$ cat config.mk
export PLATFORM = sky130hd
export DESIGN_NAME = dode_cell
export DESIGN_NICKNAME = d
export VERILOG_FILES = /design/src/hdl/dode_pkg.sv /design/src/hdl/dode_cell.sv
export SDC_FILE = /design/constraint.sdc
export NUM_CORES = 1
export LEC_CHECK = 0
export ABC_AREA = 1
export BUFFER_PORTS_ARGS = -buffer_cell sky130_fd_sc_hd__buf_4
export CAP_MARGIN = 0
export CORE_ASPECT_RATIO = 0.7
export CORE_MARGIN = 5
export CORE_UTILIZATION = 49
export DETAILED_ROUTE_END_ITERATION = 10
export GPL_ROUTABILITY_DRIVEN = 1
export PLACE_DENSITY = 0.83
export SLEW_MARGIN = 20
export SYNTH_ARGS = -nofsm -noshare
export SYNTH_HDL_FRONTEND = slang
export SYNTH_SLANG_ARGS = --single-unit
$ cat constraint.sdc
create_clock -name clock -period 2.8 [get_ports clock]
set_input_delay 0.56 -clock clock [delete_from_list [all_inputs] [get_ports clock]]
set_output_delay 0.56 -clock clock [all_outputs]
set_load 0.02 [all_outputs]
$ cat src/hdl/dode_pkg.sv
`timescale 1ns / 1ps
// ---------------------------------------------------------------------------
// Delete-only edit distance package
// Request and response payloads, chain link types, command codes and the
// controller state encoding shared by the cell chain and the top level.
// ---------------------------------------------------------------------------
package dode_pkg;

   localparam int CHAR_W = 8;
   localparam int DIST_W = 11;

   // Request command codes.
   localparam logic CMD_FIRST  = 1'b0;
   localparam logic CMD_SECOND = 1'b1;

   typedef struct packed {
      logic              cmd;
      logic [CHAR_W-1:0] char_value;
      logic              no_char;
      logic              last;
   } req_type;

   typedef struct packed {
      logic [DIST_W-1:0] distance;
      logic              overflow;
   } rsp_type;

   // Wavefront handed from one cell to the next.
   typedef struct packed {
      logic              valid;
      logic [CHAR_W-1:0] ch;
   } link_type;

   // Broadcast commands to every cell.
   typedef struct packed {
      logic load;
      logic init;
      logic clear;
   } cell_cmd_type;

   typedef enum logic [1:0] {
      ST_LOAD,
      ST_STREAM,
      ST_DRAIN
   } state_type;

endpackage

$ cat src/hdl/dode_cell.sv
`timescale 1ns / 1ps
// ---------------------------------------------------------------------------
// Delete-only edit distance cell
// Holds one character of the first string and one column of the distance
// row, and updates that column as each second-string character passes by.
// ---------------------------------------------------------------------------
module dode_cell #(
   parameter int MAX_LEN = 512,
   parameter int IDX     = 1
) (
   input  logic                                clock,
   input  logic                                reset,
   input  dode_pkg::cell_cmd_type              cmd,
   input  logic [dode_pkg::CHAR_W-1:0]         load_ch,
   input  logic [$clog2(MAX_LEN+1)-1:0]        load_idx,
   input  logic [$clog2(MAX_LEN+1)-1:0]        init_len,
   input  dode_pkg::link_type                  link_in,
   input  logic [$clog2(2*MAX_LEN+1)-1:0]      left_val,
   input  logic [$clog2(2*MAX_LEN+1)-1:0]      diag_in,
   output dode_pkg::link_type                  link_out,
   output logic [$clog2(2*MAX_LEN+1)-1:0]      diag_out,
   output logic [$clog2(2*MAX_LEN+1)-1:0]      val_out
);

   localparam int LEN_W = $clog2(MAX_LEN + 1);
   localparam int VAL_W = $clog2(2 * MAX_LEN + 1);

   logic                        active_ff, active_in;
   logic [dode_pkg::CHAR_W-1:0] ch_ff;
   logic [VAL_W-1:0]            val_ff, val_in;
   logic [VAL_W-1:0]            diag_ff, diag_in_next;
   dode_pkg::link_type          link_ff, link_in_next;
   logic                        load_here;
   logic [VAL_W-1:0]            min_val;

   assign load_here = cmd.load && (load_idx == LEN_W'(IDX - 1));

   always_comb begin
      if (cmd.clear) begin
         active_in = 1'b0;
      end else if (load_here) begin
         active_in = 1'b1;
      end else begin
         active_in = active_ff;
      end
   end

   assign min_val = (val_ff < left_val) ? val_ff : left_val;

   always_comb begin
      val_in       = val_ff;
      diag_in_next = diag_ff;
      link_in_next = link_in;
      if (cmd.init) begin
         // Columns past the end of the first string mirror its last column.
         val_in = active_in ? VAL_W'(IDX) : VAL_W'(init_len);
      end else if (link_in.valid) begin
         diag_in_next = val_ff;
         if (!active_ff) begin
            val_in = left_val;
         end else if (ch_ff == link_in.ch) begin
            val_in = diag_in;
         end else begin
            val_in = min_val + VAL_W'(1);
         end
      end
   end

   always_ff @(posedge clock) begin
      if (reset) begin
         active_ff <= 1'b0;
         link_ff   <= '0;
      end else begin
         active_ff <= active_in;
         link_ff   <= link_in_next;
      end
   end

   always_ff @(posedge clock) begin
      if (load_here) begin
         ch_ff <= load_ch;
      end
      val_ff  <= val_in;
      diag_ff <= diag_in_next;
   end

   assign link_out = link_ff;
   assign diag_out = diag_ff;
   assign val_out  = val_ff;

endmodule
[Word-level counts from Yosys, hierarchy flattened]
Index checks and enable logic that the tools add are counted.
Word-level totals
  bits in registers: 40
  input bits: 64
  output and inout bits: 31
  word-level logic and storage cells: 22
Cells by class
  add/subtract/negate cells: 1
  order comparisons: 1
  equality and inequality tests: 1
  mux-type cells: 8
  bitwise operators: 1
  reduce and logical (&&, ||, !) cells: 4
Operators with widths (count)
  $mux 11: 5
  $add 11x1->11 const B: 1
  $lt 11x11->1: 1
  $logic_not 10->1: 1
  $mux 10: 1
  $eq 8x8->1: 1
  $mux 1: 2
  $reduce_and 2->1: 1
  $reduce_bool 2->1: 1
  $logic_and 1x1->1: 1
  $not 1->1: 1

[Longest topological paths before layout]
Gate-level depths: netlist of run 1.
  depth in word-level cells: 7
  gate-level depth with buffers: 21
  depth with buffers taken out: 20

[Least setup slack after synthesis of run 1]
OpenSTA, ideal clock, no wires.
  path kind: input -> register
  start point: input port left_val[10]
  end point: register val_ff[8], in the netlist val_out[8] (data pin)
  setup time: 0.254 ns
  data arrival time: 2.335 ns
  data required time: 2.546 ns
  setup slack: 0.211 ns
  cell stages on the path: 21
  buffers on the path: 1
  cells stage by stage: inv_1 -> ha_1 -> nand2_1 -> inv_2 -> nand2_2 -> nor2_2 -> nand2_2 -> nand3_2 -> buf_6 -> nand2_1 -> nand2_2 -> ha_1 -> nand2_2 -> nor2_2 -> nand3_1 -> nand2_1 -> nand3_1 -> nand2_1 -> nand2_1 -> nand2_1 -> nand2_1
Between the ends
  word-level cells in the longest chain between the ends: 7
Ends and longest elaborated chain
  start: declaration: line dode_cell.sv:18  | input logic [$clog2(2*MAX_LEN+1)-1:0] left_val,
  $lt 11x11->1: line dode_cell.sv:48  | assign min_val = (val_ff < left_val) ? val_ff : left_val;
  $mux 11: line dode_cell.sv:48
  $add 11x1->11: line dode_cell.sv:64  | val_in = min_val + VAL_W'(1);
  $mux 11: line dode_cell.sv:61  | end else if (ch_ff == link_in.ch) begin
  $mux 11: line dode_cell.sv:59  | if (!active_ff) begin
  $mux 11: line dode_cell.sv:57  | end else if (link_in.valid) begin
  $mux 11: line dode_cell.sv:54  | if (cmd.init) begin
  named net val_in[8]: line dode_cell.sv:30  | logic [VAL_W-1:0] val_ff, val_in;
  end signal: assignment: line dode_cell.sv:83  | val_ff <= val_in;
  end: declaration: line dode_cell.sv:30
The timed path passes the listed nets, and every way through them passes these cells. The select of a mux whose other input is x is not followed.
A chain may end at the register's enable or synchronous reset.

[Final worst setup path of run 1]
  start point: register val_ff[10], in the netlist val_out[10]
  end point: register val_ff[8], in the netlist val_out[8] (data pin)
Between the ends
  word-level cells in the longest chain between the ends: 7
Ends and longest elaborated chain (line)
  $lt 11x11->1: dode_cell.sv:48
  $mux 11: dode_cell.sv:48
  $add 11x1->11: dode_cell.sv:64
  $mux 11: dode_cell.sv:61
  $mux 11: dode_cell.sv:59
  $mux 11: dode_cell.sv:57
  $mux 11: dode_cell.sv:54
  named net val_in[8]: dode_cell.sv:30
The timed path passes the listed nets, and every way through them passes these cells. The select of a mux whose other input is x is not followed.

==> reports/qor.log, run 1 <==
qor: timing.tightest_slew 0.568 ns
qor: cells_and_area.fillerInstances 408
qor: synthesis.net_count_of_the_mapped_netlist 382
qor: setup_path.critical_path_peak_fanout 7
qor: cts.clock-root-buffer clkbuf_8
qor: die.die-height 69.0 um
qor: timing.timing.final.hold_violations 0
qor: drt.drc_errors 0
qor: synthesis.synth.area.top_cells edfxtp_1, nand2_1, dfxtp_1, inv_1, ha_1
qor: cells_and_area.final-instance-count-excl-fill 492
qor: power_and_ir_drop.total_leakage_power 0.00179 uW
qor: drt.detail_route.wl_per_cell 13.9 um
qor: cells_and_area.nNetsFinal 497
qor: synthesis.synth-warning-count 0
qor: setup_path.timing.critical_path.required 2.85 ns
qor: timing.finalSetupViolCount 0
qor: timing.timing.fmax 386 MHz
qor: power_and_ir_drop.power_frac_comb 30.1%
qor: min_path.worstHoldPathType primary input to flop
qor: setup_path.path_class flop to flop
qor: die.ioPinCount 95
qor: power_and_ir_drop.power_per_cell_area 470 mW/mm2
qor: grt.grt-ovfl-total 0
qor: grt.grt_max_degree 16
qor: cts.clk_transition_reported_paths 0.08 ns
qor: setup_path.cp_data_arrival_time 2.65 ns
qor: cts.cts_buffers 5
qor: run.maxCapViolCount 0
qor: power_and_ir_drop.sw_frac_of_total 30.8%
qor: synthesis.synthesis.area_per_instance 7.94 um2
qor: die.fp.dieArea 0.00651 mm2
qor: status.result_of_the_run finished, final reports clean
qor: timing.setup_tns 0 ns
qor: drt.first_iter_violations 200
qor: drt.postRouteWirelength 6860 um
qor: die.floorplan.initialDensity 50.7%
qor: drt.detailed_route_via_count 2471
qor: timing.slew_violations 0
qor: place.dp.final_hpwl 5480 um
qor: synthesis.yosys_register_bits 40
qor: grt.global_route_wire_length_before_repair 11200 um
qor: cts.clk_latency 0.30 ns
qor: power_and_ir_drop.vdd.ir_drop.worst 0.000331 V
qor: synthesis.yosysTopAreaCell edfxtp_1
qor: place.finalWeightedCongestion 0.959
qor: place.dp.cells 477
qor: cells_and_area.area.growth.synth_to_final 41.5%
qor: die.rows 21
qor: drt.ant_nets 0
qor: power_and_ir_drop.clock_power_share 27.1%
qor: timing.min_period 2.59 ns
qor: grt.track_usage 21.5%
qor: synthesis.synthesis.instances 307
qor: drt.drtPass1Iterations 5
qor: synthesis.synthesis.area 0.00244 mm2
qor: place.port_buffers 94
qor: synthesis.synth.yosys.seq_area_share 45.2%
qor: timing.fin_crit_sh 92.5%
qor: cts.clockBufferDepth 2
qor: drt.vias_per_cell 5.02
qor: cts.clkSinkCount 40
qor: synthesis.post-synth-top-area-fraction 36.9%
qor: setup_path.worst_setup_path_end_kind flop
qor: cells_and_area.diodes 0
qor: cts.htree_levels 2
qor: cells_and_area.drive_above_1_share 34.8%
qor: power_and_ir_drop.net-switching-power 499 uW
qor: synthesis.ys_types 33
qor: grt.antenna_found_initial 0
qor: power_and_ir_drop.p_int 1120 uW
qor: die.die-width 94.3 um
qor: grt.grt_pass1_vias 2403
qor: cts.tritoncts_clock_tree yes
qor: die.core-area 0.00481 mm2
qor: power_and_ir_drop.sequential_share_of_power 42.7%
qor: timing.max_slew_margin 62.1%
qor: cts.cts_hold_repair.buffers 0
qor: setup_path.critical_path.startpoint_type flop
qor: timing.skew 0.00701 ns
[final cells by class]
class | instances | area [um2] | share of cell area (%)
sequential | 40 | 1100 | 31.9
clock buffer | 6 | 93.8 | 2.72
multi-input combinational | 214 | 1130 | 32.6
timing repair buffer | 114 | 856 | 24.8
tap | 69 | 86.3 | 2.50
clock inverter | 2 | 11.3 | 0.326
inverter | 47 | 176 | 5.11
[flip-flops by register name, summed over array words and instances, names as in the netlist]
name,flops
active_ff,1
ch_ff,8
diag_out,11
link_out,9
val_out,11
[worst max-delay path, stage by stage, from the launching register on]
cell and delay (ns):
edfxtp_1 0.43, ha_1 0.32, nand2_1 0.10, a21oi_1 0.25, nor2_4 0.06, nand3_2 0.14, nand2_1 0.08, nand2_2 0.07
ha_1 0.20, nand2_2 0.10, nor2_2 0.14, nand3_1 0.09, nand2_1 0.06, nand3_1 0.07, nand2_1 0.06, nand2_1 0.05
nand2_1 0.06, nand2_1 0.06
[metrics by stage]
stage               cell area, um2  setup WS [ns]  hold slack, ns  power (uW)  util (%)
finish                        3450          0.209           0.435        1620      71.8
global route                  3450        -0.0249           0.417        1710      71.8
CTS                           3400          0.219           0.430        1610      70.7
detailed placement            3290        -0.0135           0.516        1180      68.5
global placement              3290         0.0811           0.513        1160      68.5
floorplan                     2440          0.211           0.584         976         -
[cell families after synthesis]
family	Yosys count	share of synthesized area, %
XOR/XNOR	9	3.23
buffers and inverters	53	8.67
AND/OR/NAND/NOR	160	29.2
AO/OA/AOI/OAI	34	8.11
adder cells (fa/ha/maj)	11	5.64
flip-flops	40	45.2
[layer usage]
metal  wire (um)  part of all wire, %  track usage (%)
met1        2820                   41             27.5
met2        3070                   45             33.8
met3         843                   12             7.72
met4         126                  1.8             6.73
met5           0                    0                0
[cells in the mapped netlist (all sizes together)]
master,number
clkinv,2
ha,11
dfxtp,10
nand2,103
nor4,2
xor2,4
a21oi,9
o21ai,19
xnor2,5
nand4,7
o211ai,2
a21o,1
a32o,1
buf,3
o22ai,1
or2,1
nor3,2
nor2,30
clkbuf,3
nand3,15
inv,45
edfxtp,30
o21bai,1
[timing repair]
action                                  4_1_cts  5_1_grt
endpoints found under the setup margin        0        2
gates resized for setup                       0        0
buffers inserted                              0        7
[cells in the final DEF, fill, tap and decap left out, drive strengths merged, types with 9 or more instances in the layout]
cell type / n
edfxtp: 30
ha: 11
a21oi: 9
nor2: 30
o21ai: 19
dfxtp: 10
nand2: 103
inv: 46
buf: 114
nand3: 15
[power by group through the flow]
| stage | sequential [uW] | combinational (uW) | clock [uW] |
|---|---|---|---|
| finish | 693 | 489 | 440 |
| global placement | 707 | 455 | 0 |
| detailed placement | 708 | 467 | 0 |
| floorplan | 742 | 234 | 0 |
| global route | 697 | 536 | 476 |
| CTS | 694 | 471 | 444 |
[worst paths after layout]
check,start,endpoint,slack [ns],depth (start not counted)
worst min register to register,val_out[2]$_DFFE_PP_,diag_out[2]$_DFFE_PP_,0.52,0
worst max-delay path,val_out[10]$_SDFFCE_PP0P_,val_out[8]$_DFFE_PP_,0.21,17
worst min-delay path,load_ch[1],ch_ff[1]$_DFFE_PP_,0.44,1
worst max register to register,val_out[10]$_SDFFCE_PP0P_,val_out[8]$_DFFE_PP_,0.21,17
No activity file was read; power rests on OpenSTA's default activity.
==> inputs of run 2 (changes only) <==
- CORE_ASPECT_RATIO: 0.7 -> 1.25
- CORE_UTILIZATION: 49 -> 35
- PLACE_DENSITY: 0.83 -> 0.64
==> run 2 against run 1 <==
  * Global-route usage decreased by 5.5 points
  * Total power increased by 1.5%
  * Via count decreased by 4.0%
  * Core utilization decreased by 20 points
  * Clock-buffer cell count unchanged
  * Clock power increased by 2%
  * Die area increased by 34%
  * Sequential share of layout area decreased by 0.92 points
  * Sequential cell count unchanged
  * Combinational power increased by 2%
  * Critical path type unchanged
  * Critical endpoint is now val_out[6]$_DFFE_PP_
  * Largest cell class unchanged
  * Highest routed layer unchanged
==> reports/qor.log, run 2 (same netlist as run 1, synthesis figures left out) <==
qor: setup_path.crit_slowest_cell edfxtp_1
qor: place.finalWeightedCongestion 0.942 [-1.8%]
qor: run.maxCapViolCount 0 [unchanged]
qor: die.rows 34 [+62%]
qor: setup_path.critical_path.startpoint_type flop
qor: power_and_ir_drop.p_int 1140 uW [+1.7%]
qor: timing.slew_violations 0 [unchanged]
qor: timing.worst_slack 0.217 ns [+0.00800 ns]
qor: timing.timing.final.hold_violations 0 [unchanged]
qor: timing.setup_repair_after_global_routing_missed_its_margin false
qor: drt.detailed_route_via_count 2372 [-4.0%]
qor: power_and_ir_drop.net-switching-power 505 uW [+1.2%]
qor: cts.clk_latency 0.30 ns [about the same]
qor: cells_and_area.fillerInstances 704 [+73%]
qor: timing.tightest_slew 0.556 ns [-0.0123 ns]
qor: place.dp.final_hpwl 5520 um [+0.72%]
qor: drt.detail_route.wl_per_cell 13.3 um [-4.3%]
qor: drt.postRouteWirelength 6830 um [-0.42%]
qor: cts.clockBufferDepth 2 [unchanged]
qor: grt.grt_max_degree 15 [-1]
qor: timing.max_slew_margin 62.9% [+0.82 points]
qor: drt.first_iter_violations 111 [-45%]
qor: cts.clkSinkCount 40 [unchanged]
qor: power_and_ir_drop.total_leakage_power 0.00180 uW [+1.0%]
qor: power_and_ir_drop.power_per_cell_area 463 mW/mm2 [-1.4%]
qor: timing.finalSetupViolCount 0 [unchanged]
qor: setup_path.cp_slowest_stage_delay 0.43 ns [about the same]
qor: cells_and_area.drive_above_1_share 35.3% [+0.56 points]
qor: cells_and_area.final_cell_mix buf_4, nand2_1, inv_1, edfxtp_1, nor2_1
qor: setup_path.path_class flop to flop
qor: die.fp.dieArea 0.00875 mm2 [+34%]
qor: cts.clk_transition_reported_paths 0.09 ns [about the same]
qor: cells_and_area.diodes 0 [unchanged]
qor: setup_path.critical_path_peak_fanout 6 [-1]
qor: drt.drtPass1Iterations 5 [unchanged]
qor: setup_path.worstPathBufferInverterCount 1 [+1]
qor: setup_path.timing.critical_path.required 2.86 ns [about the same]
qor: place.port_buffers 94 [unchanged]
qor: status.result_of_the_run finished, final reports clean
qor: cts.clock-root-buffer clkbuf_8
qor: grt.track_usage 16.0% [-5.5 points]
qor: drt.drc_errors 0 [unchanged]
qor: setup_path.crit_path_cell_trace ha_1 -> a21o_1 -> nor2_4 -> buf_12 -> nand4_1 -> nand2_2 -> ha_2 -> nand2_2 -> o21ai_0 -> nand3_1 -> nand2_1 -> nand2_1 -> nand2_1 -> nand2_1
qor: die.floorplan.initialDensity 35.4% [-15 points]
qor: timing.skew 0.00898 ns [+0.00196 ns]
qor: place.place_area 0.00338 mm2 [+2.5%]
qor: grt.antenna_found_initial 0 [unchanged]
qor: power_and_ir_drop.power_frac_comb 30.5% [+0.4 points]
qor: timing.timing.fmax 387 MHz [+0.31%]
qor: die.die-height 103 um [+50%]
qor: die.ioPinCount 95 [unchanged]
qor: setup_path.worst_setup_path_end_kind flop
qor: power_and_ir_drop.clock_power_share 27.4% [+0.3 points]
qor: timing.timing.hold.ws 0.433 ns [-0.00280 ns]
qor: power_and_ir_drop.sequential_share_of_power 42.2% [-0.5 points]
qor: drt.vias_per_cell 4.63 [-7.8%]
qor: cts.htree_levels 2 [unchanged]
qor: die.core-area 0.00689 mm2 [+43%]
qor: grt.global_route_wire_length_before_repair 11100 um [-0.62%]
qor: die.die-width 84.7 um [-10%]
qor: timing.setup_tns 0 ns [unchanged]
qor: setup_path.critical_path.top_delay_family simple AND/OR/NAND/NOR gates
qor: cts.tritoncts_clock_tree yes
qor: timing.min_period 2.58 ns [-0.00800 ns]
qor: cells_and_area.fin_area 0.00355 mm2 [+3.0%]
qor: setup_path.cpMostUsedCell nand2_1
qor: setup_path.cp_data_arrival_time 2.64 ns [about the same]
qor: cells_and_area.nNetsFinal 496 [-0.20%]
qor: grt.grt_pass1_vias 2344 [-2.5%]
qor: cells_and_area.layout.cells.most_common buf_4
qor: power_and_ir_drop.sw_frac_of_total 30.7% [-0.11 points]
qor: grt.grt-ovfl-total 0 [unchanged]
qor: place.place_worst_setup_slack -0.0143 ns [-0.000865 ns]
qor: timing.fin_crit_sh 92.3% [-0.29 points]
qor: cts.cts_buffers 5 [unchanged]
qor: cells_and_area.area.growth.synth_to_final 45.7%
qor: min_path.worstHoldPathType primary input to flop
qor: cts.cts_hold_repair.buffers 0 [unchanged]
qor: drt.ant_nets 0 [unchanged]
qor: power_and_ir_drop.vdd.ir_drop.worst 0.000247 V [-25%]
run 2: changes by cell type in the layout (fill, tap and decap cells not counted), sizes merged:
cell	previous run	this run
clkinv	3	2
inv	46	47
buf	114	113
run 2: power by group through the flow:
stage | sequential [uW] | combinational, uW | clock (uW)
6_report | 694 | 501 | 450
5_1_grt | 698 | 559 | 487
4_1_cts | 696 | 485 | 465
3_5_place_dp | 710 | 482 | 0
3_3_place_gp | 708 | 474 | 0
2_1_floorplan | 742 | 234 | 0
run 2: area by class of cell:
class | count | area [um2] | share of cell area (%)
flip-flops and latches | 40 | 1100 | 31.0
inverters | 47 | 176 | 4.96
repair buffers | 113 | 898 | 25.3
clock buffers | 6 | 93.8 | 2.64
clock inverters | 2 | 15.0 | 0.423
well taps | 90 | 113 | 3.17
multi-input cells | 214 | 1160 | 32.5
run 2: repair_timing:
action / CTS / global route
resized for setup: 0 / 5
setup buffers: 0 / 5
endpoints found under the setup margin: 0 / 1
run 2: path summary, 6_finish.rpt:
path	cells past startpoint	slack (ns)	end	from
setup / recovery	14	0.22	val_out[6]$_DFFE_PP_	val_out[10]$_SDFFCE_PP0P_
hold / removal	1	0.43	ch_ff[3]$_DFFE_PP_	load_ch[3]
setup reg to reg	14	0.22	val_out[6]$_DFFE_PP_	val_out[10]$_SDFFCE_PP0P_
hold reg to reg	0	0.53	diag_out[8]$_DFFE_PP_	val_out[8]$_DFFE_PP_
run 2: per-stage QoR:
step	std cells	total power (uW)	utilization, %
after floorplan	307	976	-
after global placement	499	1180	49.0
after detailed placement	499	1190	49.0
after CTS	507	1650	50.6
after global routing	512	1740	51.6
final	512	1650	51.6
run 2: layer usage:
layer  track usage (%)  vias up  wire length, um  share of wire [%]
met5                 0        -                0                  0
met2              29.2       96             3440                 50
li1                  -     1215                -                  -
met3              4.83       12              564                8.3
met1              17.6     1049             2650                 39
met4              6.33        0              173                2.5
==> inputs of run 3 (changes only) <==
- CORE_MARGIN: 5 -> unset
- CORE_UTILIZATION: 35 -> 49
- HOLD_SLACK_MARGIN: unset -> 0.06
- PLACE_DENSITY: 0.64 -> 0.83
==> run 3 against run 2 <==
  * Sequential cell count unchanged
  * Worst setup slack worse by 0.0047 ns
  * Non-clock buffer count up 3
  * Critical endpoint is now val_out[8]$_DFFE_PP_
==> reports/qor.log, run 3 (same netlist as run 1, synthesis figures left out) <==
qor: setup_path.path_class flop to flop
qor: setup_path.worst-r2r-cell-count 19 [+5]
qor: setup_path.worst_setup_path_end_kind flop
qor: cts.clk_transition_reported_paths 0.09 ns [about the same]
qor: power_and_ir_drop.power_per_cell_area 472 mW/mm2 [+1.9%]
qor: timing.min_period 2.59 ns [+0.00470 ns]
qor: drt.ant_nets 0 [unchanged]
qor: setup_path.cpMostUsedCell nand2_1
qor: place.dp.final_hpwl 5140 um [-6.8%]
qor: cts.clock-root-buffer clkbuf_8
qor: setup_path.rr_endpoint val_out[8]$_DFFE_PP_
qor: cts.clkSinkCount 40 [unchanged]
qor: timing.skew 0.00930 ns [+0.000317 ns]
qor: cts.htree_levels 2 [unchanged]
qor: die.core-area 0.00476 mm2 [-31%]
qor: die.floorplan.initialDensity 51.2% [+16 points]
qor: cells_and_area.fillerInstances 397 [-44%]
qor: timing.setup_repair_after_global_routing_missed_its_margin false
qor: min_path.timing.hold.worst.start load_ch[3]
qor: grt.global_route_wire_length_before_repair 10700 um [-3.8%]
qor: die.fp.dieArea 0.00526 mm2 [-40%]
qor: drt.postRouteWirelength 6660 um [-2.5%]
qor: place.finalWeightedCongestion 0.977 [+3.8%]
qor: grt.track_usage 26.6% [+11 points]
qor: cells_and_area.drive_above_1_share 35.1% [-0.25 points]
qor: place.port_buffers 94 [unchanged]
qor: setup_path.cp_slowest_stage_delay 0.43 ns [about the same]
qor: cells_and_area.nNetsFinal 499 [+0.60%]
qor: timing.timing.fmax 386 MHz [-0.18%]
qor: run.maxCapViolCount 0 [unchanged]
qor: die.ioPinCount 95 [unchanged]
qor: status.result_of_the_run finished, final reports clean
qor: timing.timing.final.hold_violations 0 [unchanged]
qor: grt.grt_util_met1 27.2% [+9.6 points]
qor: cells_and_area.final_cell_mix buf_4, nand2_1, inv_1, edfxtp_1, nor2_1
qor: drt.vias_per_cell 5.11 [+10%]
qor: grt.grt_use_met3 5.62% [+0.78 points]
qor: grt.grt_max_degree 16 [+1]
qor: grt.grt_pass1_vias 2437 [+4.0%]
qor: drt.detailed_route_via_count 2477 [+4.4%]
qor: cts.cts_buffers 5 [unchanged]
qor: die.rows 28 [-18%]
qor: die.die-height 80.9 um [-22%]
qor: cells_and_area.diodes 0 [unchanged]
qor: setup_path.r2r-start val_out[10]$_SDFFCE_PP0P_
qor: timing.setup_tns 0 ns [unchanged]
qor: power_and_ir_drop.vdd.ir_drop.worst 0.000344 V [+39%]
qor: cells_and_area.layout.cells.most_common buf_4
qor: setup_path.timing.critical_path.required 2.86 ns [about the same]
qor: drt.drc_errors 0 [unchanged]
qor: cts.clk_latency 0.30 ns [about the same]
qor: setup_path.cp_data_arrival_time 2.65 ns [about the same]
qor: setup_path.critical_path.startpoint_type flop
qor: grt.grt-ovfl-total 0 [unchanged]
qor: drt.detail_route.wl_per_cell 13.7 um [+3.0%]
qor: setup_path.timing.critical_path.to val_out[8]$_DFFE_PP_
qor: setup_path.worstSetupStartpoint val_out[10]$_SDFFCE_PP0P_
qor: power_and_ir_drop.total_leakage_power 0.00182 uW [+0.57%]
qor: setup_path.worst_reg2reg_setup_slack 0.21 ns [about the same]
qor: grt.groute.layer.met2.usage 51.2% [+22 points]
qor: drt.drtPass1Iterations 6 [+1]
qor: die.die-width 65.1 um [-23%]
qor: cells_and_area.final-instance-count-excl-fill 485 [-5.3%]
qor: setup_path.crit_slowest_cell edfxtp_1
qor: setup_path.critical_path_peak_fanout 7 [+1]
qor: cells_and_area.area.growth.synth_to_final 43.6%
qor: drt.first_iter_violations 157 [+41%]
qor: cts.clockBufferDepth 2 [unchanged]
qor: grt.antenna_found_initial 0 [unchanged]
qor: timing.slew_violations 0 [unchanged]
qor: place.dp.cells 466 [-6.6%]
qor: min_path.worstHoldPathType primary input to flop
qor: setup_path.crit_path_cell_trace ha_1 -> nand2_1 -> inv_2 -> nand2_2 -> nor2_2 -> nand2_4 -> nand3_4 -> nand2_1 -> nand2_2 -> ha_1 -> nand2_2 -> nor2_4 -> nand3_1 -> nand2_1 -> nand3_1 -> nand2_1 -> nand2_1 -> nand2_1 -> nand2_1
qor: grt.top_usage_layer met2
qor: timing.fin_crit_sh 92.4% [+0.17 points]
qor: timing.finalSetupViolCount 0 [unchanged]
qor: timing.tightest_slew 0.621 ns [+0.0656 ns]
qor: timing.max_slew_margin 58.5% [-4.4 points]
qor: cts.tritoncts_clock_tree yes
run 3: cell types whose count changed in the layout (fill, tap and decap cells not counted), sizes merged:
cell and delta:
inv -1, buf +3, clkinvlp +1
run 3: worst min path at each step:
stage	endpoint	slack (ns)	cells after the start
floorplan	active_ff$_SDFF_PP0_	0.58	2
global placement	diag_out[10]$_DFFE_PP_	0.50	0
finish	ch_ff[3]$_DFFE_PP_	0.43	1
global route	ch_ff[6]$_DFFE_PP_	0.42	1
detailed placement	diag_out[10]$_DFFE_PP_	0.49	0
CTS	ch_ff[3]$_DFFE_PP_	0.43	1
run 3: layout make-up:
cell class                 count  area (um2)  share of cell area (%)
sequential                    40        1100                    31.4
clock buffer                   6        93.8                    2.68
timing repair buffer         116         896                    25.6
tap                           60        75.1                    2.14
inverter                      47         176                    5.04
clock inverter                 2        16.3                   0.464
multi-input combinational    214        1140                    32.7
run 3: per-stage QoR:
stage	hold slack, ns	cell area [um2]	power, uW	setup slack [ns]	utilization [%]
after floorplan	0.584	2440	976	0.211	-
after global placement	0.497	3290	1170	-0.0319	69.1
after detailed placement	0.495	3290	1180	-0.0609	69.1
after CTS	0.430	3400	1630	0.148	71.4
after global routing	0.422	3500	1740	0.00444	73.5
final	0.429	3500	1650	0.212	73.5
run 3: routing by layer:
layer	vias up	share of wire (%)
li1	1225	-
met1	1123	35
met2	117	54
met3	12	8.3
met4	0	2.4
met5	-	0
run 3: power by group:
group          switching [uW]  internal (uW)  leakage, uW
registers                19.8            674     0.000372
logic                     269            234      0.00139
clock network             224            233    0.0000530
run 3: worst max-delay path: cells and delay by family, from the launching register on:
kind,cells,cell delay (ns)
adders and majority gates,2,0.52
buffers and inverters,1,0.06
DFF,1,0.43
and+or+nand+nor,16,1.35
run 3: timing repair:
item,CTS,global route
hold buffers,0,0
buffers inserted,0,11
setup endpoints to repair,0,4
gates resized for setup,0,4
